===== config.mk =====
export PLATFORM = sky130hd
export DESIGN_NAME = tlca_ctrl
export DESIGN_NICKNAME = d
export VERILOG_FILES = /design/src/tlca_pkg.sv /design/src/tlca_ctrl.sv
export SDC_FILE = /design/constraint.sdc
export NUM_CORES = 1
export LEC_CHECK = 0
export BUFFER_PORTS_ARGS = -buffer_cell sky130_fd_sc_hd__buf_4
export CAP_MARGIN = 10
export CELL_PAD_IN_SITES_DETAIL_PLACEMENT = 1
export CELL_PAD_IN_SITES_GLOBAL_PLACEMENT = 1
export CORE_UTILIZATION = 30
export CTS_BUF_LIST = sky130_fd_sc_hd__clkbuf_4 sky130_fd_sc_hd__clkbuf_8
export DETAILED_ROUTE_END_ITERATION = 16
export GPL_TIMING_DRIVEN = 0
export PLACE_DENSITY_LB_ADDON = 0.1
export SLEW_MARGIN = 20
export SYNTH_ARGS = -nofsm -noshare
export SYNTH_HDL_FRONTEND = slang
export SYNTH_SLANG_ARGS = --single-unit

===== constraint.sdc =====
create_clock -name clk -period 4.6 [get_ports clk]
set_clock_uncertainty 0.15 [all_clocks]
set_input_delay 0.69 -clock clk [delete_from_list [all_inputs] [get_ports clk]]
set_output_delay 0.69 -clock clk [all_outputs]
set_load 0.03 [all_outputs]

===== src/tlca_pkg.sv =====
// Shared constants, types and helpers of the lowest common ancestor block.
`default_nettype none

package tlca_pkg;

	localparam int NODES     = 1024;
	localparam int LEVELS    = 10;
	localparam int FIELD_W   = 10;
	localparam int NODE_W    = $clog2(NODES);
	localparam int DEPTH_W   = 10;
	localparam int LVL_W     = (LEVELS > 1) ? $clog2(LEVELS) : 1;
	localparam int DEPTH_MAX = (2 ** DEPTH_W) - 1;

	localparam logic OP_INSERT = 1'b0;
	localparam logic OP_QUERY  = 1'b1;

	typedef logic [NODE_W-1:0]              node_t;
	typedef logic [DEPTH_W-1:0]             depth_t;
	typedef logic [LVL_W-1:0]               lvl_t;
	typedef logic [LEVELS-1:0][NODE_W-1:0]  row_t;

	// One memory word: a node's depth and its whole row of 2^i ancestors.
	typedef struct packed {
		depth_t depth;
		row_t   row;
	} entry_t;

	// Requests from the sequencer to the node memory.
	typedef struct packed {
		logic   we;
		node_t  waddr;
		entry_t wdata;
		node_t  raddr_u;
		node_t  raddr_v;
	} mem_req_t;

	// Node numbers outside the tree fold onto the sentinel node.
	function automatic node_t clip_node(input logic [FIELD_W-1:0] raw);
		node_t res;
		res = (32'(raw) < NODES) ? NODE_W'(raw) : '0;
		return res;
	endfunction

endpackage

`default_nettype wire


===== src/tlca_ctrl.sv =====
// Sequencer that clears the memory, loads node rows and walks the lifting table.
`default_nettype none

module tlca_ctrl (
	input  wire logic                  clk,
	input  wire logic                  arst_n,
	input  wire logic                  in_valid,
	output logic                       in_ready,
	input  wire logic                  operation,
	input  wire logic [tlca_pkg::FIELD_W-1:0] node_a,
	input  wire logic [tlca_pkg::FIELD_W-1:0] node_b,
	output tlca_pkg::mem_req_t         mem_req,
	input  wire tlca_pkg::entry_t      rd_u,
	input  wire tlca_pkg::entry_t      rd_v,
	output logic                       res_valid,
	input  wire logic                  res_ready,
	output tlca_pkg::node_t            res_node
);

	localparam logic [3:0] ST_CLEAR  = 4'd0;
	localparam logic [3:0] ST_IDLE   = 4'd1;
	localparam logic [3:0] ST_IDEP   = 4'd2;
	localparam logic [3:0] ST_IFILL  = 4'd3;
	localparam logic [3:0] ST_IWRITE = 4'd4;
	localparam logic [3:0] ST_QSWAP  = 4'd5;
	localparam logic [3:0] ST_LIFT   = 4'd6;
	localparam logic [3:0] ST_CHECK  = 4'd7;
	localparam logic [3:0] ST_JUMP   = 4'd8;
	localparam logic [3:0] ST_FINAL  = 4'd9;
	localparam logic [3:0] ST_DONE   = 4'd10;

	localparam tlca_pkg::lvl_t  LVL_TOP  = tlca_pkg::LVL_W'(tlca_pkg::LEVELS - 1);
	localparam tlca_pkg::node_t NODE_TOP = tlca_pkg::NODE_W'(tlca_pkg::NODES - 1);

	logic [3:0]       state_q;
	tlca_pkg::lvl_t   lvl_q;
	tlca_pkg::node_t  clr_q;
	tlca_pkg::node_t  u_q;
	tlca_pkg::node_t  v_q;
	tlca_pkg::node_t  node_q;
	tlca_pkg::node_t  res_q;
	tlca_pkg::depth_t dv_q;
	tlca_pkg::depth_t depth_q;
	tlca_pkg::row_t   row_q;

	logic             accept;
	logic             swap;
	tlca_pkg::node_t  a_clip;
	tlca_pkg::node_t  b_clip;
	tlca_pkg::node_t  u_nxt;
	tlca_pkg::node_t  v_nxt;
	tlca_pkg::node_t  fill_entry;
	tlca_pkg::depth_t diff;
	tlca_pkg::lvl_t   lvl_prev;

	assign in_ready  = (state_q == ST_IDLE);
	assign accept    = in_valid && in_ready;
	assign a_clip    = tlca_pkg::clip_node(node_a);
	assign b_clip    = tlca_pkg::clip_node(node_b);
	assign swap      = rd_u.depth < rd_v.depth;
	assign diff      = rd_u.depth - dv_q;
	assign lvl_prev  = lvl_q - tlca_pkg::LVL_W'(1);
	assign res_valid = (state_q == ST_DONE);
	assign res_node  = res_q;

	// When the row being built names its own node, the entry just written is used.
	assign fill_entry = (u_q == node_q) ? u_q : rd_u.row[lvl_prev];

	// The read addresses are the next values of the node registers, so the read data lines up with them.
	always_comb begin
		u_nxt = u_q;
		v_nxt = v_q;
		unique case (state_q)
			ST_IDLE: begin
				if (accept) begin
					if (operation == tlca_pkg::OP_QUERY) begin
						u_nxt = a_clip;
						v_nxt = b_clip;
					end else begin
						u_nxt = b_clip;
					end
				end
			end
			ST_QSWAP: begin
				if (swap) begin
					u_nxt = v_q;
					v_nxt = u_q;
				end
			end
			ST_LIFT: begin
				if (diff[lvl_q]) begin
					u_nxt = rd_u.row[lvl_q];
				end
			end
			ST_JUMP: begin
				if (rd_u.row[lvl_q] != rd_v.row[lvl_q]) begin
					u_nxt = rd_u.row[lvl_q];
					v_nxt = rd_v.row[lvl_q];
				end
			end
			ST_IFILL: begin
				u_nxt = fill_entry;
			end
			default: begin
				u_nxt = u_q;
				v_nxt = v_q;
			end
		endcase
	end

	always_comb begin
		mem_req.we          = 1'b0;
		mem_req.waddr       = node_q;
		mem_req.wdata.depth = depth_q;
		mem_req.wdata.row   = row_q;
		mem_req.raddr_u     = u_nxt;
		mem_req.raddr_v     = v_nxt;
		if (state_q == ST_CLEAR) begin
			mem_req.we    = 1'b1;
			mem_req.waddr = clr_q;
			mem_req.wdata = '0;
		end else if (state_q == ST_IWRITE) begin
			mem_req.we = (node_q != '0);
		end
	end

	always_ff @(posedge clk or negedge arst_n) begin
		if (!arst_n) begin
			state_q <= ST_CLEAR;
			lvl_q   <= '0;
			clr_q   <= '0;
		end else begin
			unique case (state_q)
				ST_CLEAR: begin
					clr_q <= clr_q + tlca_pkg::NODE_W'(1);
					if (clr_q == NODE_TOP) begin
						state_q <= ST_IDLE;
					end
				end
				ST_IDLE: begin
					if (accept) begin
						state_q <= (operation == tlca_pkg::OP_QUERY) ? ST_QSWAP : ST_IDEP;
					end
				end
				ST_IDEP: begin
					if (tlca_pkg::LEVELS > 1) begin
						lvl_q   <= tlca_pkg::LVL_W'(1);
						state_q <= ST_IFILL;
					end else begin
						state_q <= ST_IWRITE;
					end
				end
				ST_IFILL: begin
					if (lvl_q == LVL_TOP) begin
						state_q <= ST_IWRITE;
					end else begin
						lvl_q <= lvl_q + tlca_pkg::LVL_W'(1);
					end
				end
				ST_IWRITE: begin
					state_q <= ST_IDLE;
				end
				ST_QSWAP: begin
					lvl_q   <= LVL_TOP;
					state_q <= ST_LIFT;
				end
				ST_LIFT: begin
					if (lvl_q == '0) begin
						state_q <= ST_CHECK;
					end else begin
						lvl_q <= lvl_prev;
					end
				end
				ST_CHECK: begin
					lvl_q   <= LVL_TOP;
					state_q <= (u_q == v_q) ? ST_DONE : ST_JUMP;
				end
				ST_JUMP: begin
					if (lvl_q == '0) begin
						state_q <= ST_FINAL;
					end else begin
						lvl_q <= lvl_prev;
					end
				end
				ST_FINAL: begin
					state_q <= ST_DONE;
				end
				ST_DONE: begin
					if (res_ready) begin
						state_q <= ST_IDLE;
					end
				end
				default: begin
					state_q <= ST_IDLE;
				end
			endcase
		end
	end

	always_ff @(posedge clk) begin
		u_q <= u_nxt;
		v_q <= v_nxt;
		if (accept) begin
			node_q   <= a_clip;
			row_q[0] <= b_clip;
		end
		if (state_q == ST_IDEP) begin
			if (u_q == '0) begin
				depth_q <= '0;
			end else if (rd_u.depth == tlca_pkg::DEPTH_W'(tlca_pkg::DEPTH_MAX)) begin
				depth_q <= rd_u.depth;
			end else begin
				depth_q <= rd_u.depth + tlca_pkg::DEPTH_W'(1);
			end
		end
		if (state_q == ST_IFILL) begin
			row_q[lvl_q] <= fill_entry;
		end
		if (state_q == ST_QSWAP) begin
			dv_q <= swap ? rd_u.depth : rd_v.depth;
		end
		if (state_q == ST_CHECK) begin
			res_q <= u_q;
		end
		if (state_q == ST_FINAL) begin
			res_q <= rd_u.row[0];
		end
	end

endmodule

`default_nettype wire


# Word level (Yosys, flattened, before mapping)
# Index checks and enable logic that the tools add are counted.
# Widths: inputs -> output; s select.
dict set report classes {
  n_reduce_logical 12
  n_addsub 5
  n_mux 44
  n_eq_ne 24
  magnitude_cmp 4
}
# op count
set op_table {}
lappend op_table {{$mux 10} 20}
lappend op_table {{$bmux 10 s4} 3}
lappend op_table {{$mux 120} 1}
lappend op_table {{$bwmux 100} 1}
lappend op_table {{$pmux 10 s5} 1}
lappend op_table {{$demux 10 s4} 1}
lappend op_table {{$pmux 4 s10} 1}
lappend op_table {{$mux 4} 8}
lappend op_table {{$pmux 10 s3} 1}
lappend op_table {{$add 10x1->10 const B} 2}
lappend op_table {{$eq 10x10->1} 2}
lappend op_table {{$eq 10x10->1 const B} 2}
lappend op_table {{$eq 4x3->1 const B} 4}
lappend op_table {{$eq 4x4->1 const B} 4}
lappend op_table {{$pmux 4 s4} 1}
lappend op_table {{$logic_not 10->1} 1}
lappend op_table {{$lt 10x10->1} 1}
lappend op_table {{$lt 4x5->1 const B} 2}
lappend op_table {{$ne 10x10->1} 1}
lappend op_table {{$ne 2x2->1 const B} 5}
lappend op_table {{$reduce_bool 10->1} 1}
lappend op_table {{$sub 10x10->10} 1}
lappend op_table {{$eq 4x2->1 const B} 2}
lappend op_table {{$logic_not 4->1} 2}
lappend op_table {{other kinds (15)} 21}
dict set report word_totals {
  regBits 178
  out_inout_bits 153
}

# Logic depth before layout (Yosys ltp)
dict set report depth {
  word_depth 6
  ltp_mapped 14
  ltp_nobuf 12
}

# Worst setup path after synthesis
# No wires, ideal clock.
dict set report synth_timing {
  path_type {reg2out}
  startpoint {register lvl_q[0]}
  endpoint {output port mem_req[12] (netlist bit)}
  path_stages_with_launch 15
  arrival_ns 3.222
  required_time_ns 3.760
  setup_slack_ns 0.538
  path_cell_list {dfrtp_1 -> buf_6 -> buf_12 -> buf_2 -> inv_1 -> ha_1 -> clkbuf_1 -> xor2_1 -> buf_1 -> mux2i_1 -> o221ai_1 -> o21a_1 -> a21oi_1 -> o21ai_0 -> a211o_1}
}
# element line
set synth_lines {}
lappend synth_lines {{start: declaration} tlca_ctrl.sv:36} ;# tlca_pkg::lvl_t lvl_q;
lappend synth_lines {{start signal: assignment} tlca_ctrl.sv:147} ;# lvl_q <= tlca_pkg::LVL_W'(1);
lappend synth_lines {{start signal: assignment} tlca_ctrl.sv:157} ;# lvl_q <= lvl_q + tlca_pkg::LVL_W'(1);
lappend synth_lines {{start signal: assignment} tlca_ctrl.sv:171} ;# lvl_q <= lvl_prev;
lappend synth_lines {{end: declaration} tlca_ctrl.sv:12} ;# output tlca_pkg::mem_req_t mem_req,

==> summary.txt <==
EDFF count, synth: 130
die height: 203 um
area grow syn2layout: 42.3%
PwrDens: 737 mW/mm^2
Detailed Route WL: 54,200 um
total nets after synthesis: 1,405
Hold Crit Depth: 1
io pins: 398
final RePlAce weighted congestion: 0.864
detailed-route wire length per cell: 25.5 um
Critical Path Start Type: register
Max Cap Violations: 0
Overflow after GRT: 0
Clock transition at path regs: 110 ps
Total GRT Usage: 25.9%
share of layout cells above drive strength 1: 40.3%
port buffer count: 396
post-route clock period utilization: 105%
num rows: 73
fin util: 43.3%
Synth cell types: 71
Worst R2R End: lvl_q[3]
maximum clock rate: 0.207 GHz
starting density of the core: 30.4%
dpl hpwl: 42,100 um
critical-path maximum fanout: 10
reg-to-reg startpoint: lvl_q[1]
critical path type: reg -> out
largest net degree at the start of global routing: 20
Post-Syn Area: 0.0121 sq mm
Final WS setup: -230 ps
Die ar.: 0.0411 sq mm
DRT iter0 DRCs: 580
RSZ-0062 raised after global routing: true
worst reg2reg path depth: 10
CTS Sinks: 178
Peak VDD IR: 0.356 mV
Worst Setup EP: mem_req[16]
via count: 11,200
syn avg cell area: 10.7 sq um
drt pass-1 iters: 5
Ys Warns: 0
Max H-tree Level: 4
worst reg-to-reg setup slack: 840 ps
worst-margin pin slew: 1140 ps
CTS Buffer Depth: 2
Most used DFF post-synth: edfxtp_1
sequential area share after synthesis: 41.0%
final hold vios: 0
Cells after Synth: 1,135
#FFs+latches synth: 178
Final nets: 1,859
vias in the first global route: 11,900
antenna violations before repair: 1
failing checks: setup timing
leakage: 0.00725 uW
final setup vio count: 20
Setup crit start: lvl_q[0]
final antenna-violating net count: 0
CTS tree: yes
CTS root buf: clkbuf_8
clk_lat worst skew: 500 ps
Slew Limit Headroom: 23.6%
worst min path class: in -> reg
Setup crit end kind: output port
Final Max Tran Viols: 0
Final Power: 12,700 uW
min Tclk post-route: 4830 ps
core footprint: 0.0397 sq mm
chip width: 203 um
TritonCTS Buffers: 17
status: complete, but fails checks
drt drc: 0
first-pass GRT wire length: 77,700 um
dominant cell type by area after synthesis: edfxtp_1
Synth top area share: 32.3%
arrival time worst endpoint: 3990 ps
synth top area cells: edfxtp_1, mux2i_1, nor2b_1
Fillers: 4,457
vias per inst: 5.28
fraction of registers with async set/reset: 10.1%
Worst Path Required: 3760 ps
==> cells in the final DEF (no fill, tap or decap), types with 23 or more instances in the layout <==
| master | synthesis | layout |
|---|---|---|
| buf_4 | 2 | 426 |
| edfxtp_1 | 130 | 130 |
| nor2b_1 | 121 | 120 |
| mux2i_1 | 105 | 97 |
| nor2_1 | 63 | 61 |
| a21oi_1 | 57 | 56 |
| nand2_1 | 55 | 54 |
| clkbuf_1 | 57 | 46 |
| o21ai_0 | 48 | 43 |
| mux2_2 | 38 | 38 |
| dfxtp_1 | 30 | 30 |
| mux4_2 | 23 | 28 |
| xnor2_1 | 25 | 24 |
| xor2_1 | 25 | 24 |
| inv_1 | 26 | 23 |
| ha_1 | 24 | 23 |
==> final cells by class <==
class	instances	area, sq um	share of cell area (%)
multi-input combinational	842	7100	41.3
sequential	178	4960	28.8
timing repair buffer	441	3450	20.1
tap	525	657	3.82
buffer	83	532	3.09
clock buffer	18	241	1.40
clock inverter	14	158	0.917
inverter	26	105	0.611
antenna	1	2.50	0.0145
==> cells by family (layout without fill, tap and decap cells) <==
family,count (synthesis),count (layout),synth area share [%]
buffers and inverters,115,582,4.38
adder cells (fa/ha/maj),25,25,2.65
flip-flops,178,178,41.0
XOR/XNOR,50,50,3.62
AO/OA/AOI/OAI,260,260,14.3
multiplexers,179,179,19.3
AND/OR/NAND/NOR,328,328,14.8
other,0,1,0
==> power breakdown <==
part	internal, uW	total [uW]	switching (uW)
Clock	418	1110	695
Combinational	3460	9000	5540
Sequential	2360	2560	201
==> registers in the layout, summed over array words and instances (netlist names) <==
register	cells
clr_q	10
depth_q	10
dv_q	10
lvl_q	4
node_q	10
res_node	10
row_q	100
state_q	4
u_q	10
v_q	10
==> Yosys cell counts (9+ instances only) <==
| cell type | count |
|---|---|
| ha_1 | 24 |
| mux4_1 | 13 |
| nor3_1 | 10 |
| nor4_1 | 9 |
| and3_1 | 14 |
| clkbuf_1 | 57 |
| a21o_1 | 12 |
| xor2_1 | 25 |
| mux2i_1 | 105 |
| mux2_2 | 38 |
| a211oi_1 | 14 |
| o21ai_0 | 48 |
| dfrtp_1 | 18 |
| edfxtp_1 | 130 |
| inv_1 | 26 |
| nand2_1 | 55 |
| nor2b_1 | 121 |
| a21oi_1 | 57 |
| nor2_1 | 63 |
| o22ai_1 | 24 |
| nand4_1 | 10 |
| xnor2_1 | 25 |
| o21a_1 | 16 |
| a211o_1 | 12 |
| a221oi_1 | 15 |
| dfxtp_1 | 30 |
| mux4_2 | 23 |
| buf_2 | 18 |
| o221ai_1 | 14 |
| nand3_1 | 13 |
==> routing by layer <==
layer,GRT usage [%],wire length (um)
met1,33.1,23200
met2,42.4,25500
met4,9.96,1900
met3,5.79,3660
met5,0,0
==> critical path: stages (launching register included) <==
cell	delay, ps
dfrtp_2	490
buf_12	180
buf_16	150
buf_16	150
mux2i_2	330
o22ai_1	160
a221oi_4	270
xnor2_1	180
nand4_1	110
or4_4	630
nor4_4	180
a21o_1	130
buf_6	150
a211o_1	200
buf_6	160
==> how the worst min path moves through the flow <==
stage / from / endpoint
6_report: node_a[8] / node_q[8]
5_1_grt: node_a[1] / node_q[1]
4_1_cts: node_a[1] / node_q[1]
3_5_place_dp: clr_q[8] / clr_q[8]
3_3_place_gp: clr_q[9] / clr_q[9]
2_1_floorplan: arst_n / clr_q[0]
==> what timing repair did <==
item	CTS	global route
endpoints found under the setup margin	130	20
endpoints found under the hold margin	18	0
pin swaps	6	15
buffers inserted	27	11
gates cloned	0	4
hold buffers	1	0
gates resized for setup	116	48
==> through the flow <==
stage               TNS (ps)  setup WS, ps  hold WS [ps]  cells  area [sq um]
global route           -5680          -343           206   2128         17200
finish                 -3400          -230           232   2128         17200
CTS                    -3400          -196           196   2114         16900
detailed placement    -49100         -1600           340   2058         15800
global placement      -59950         -1580           333   2056         15700
floorplan                  0           538           244   1135         12100
Power figures use the tool's default switching activity.
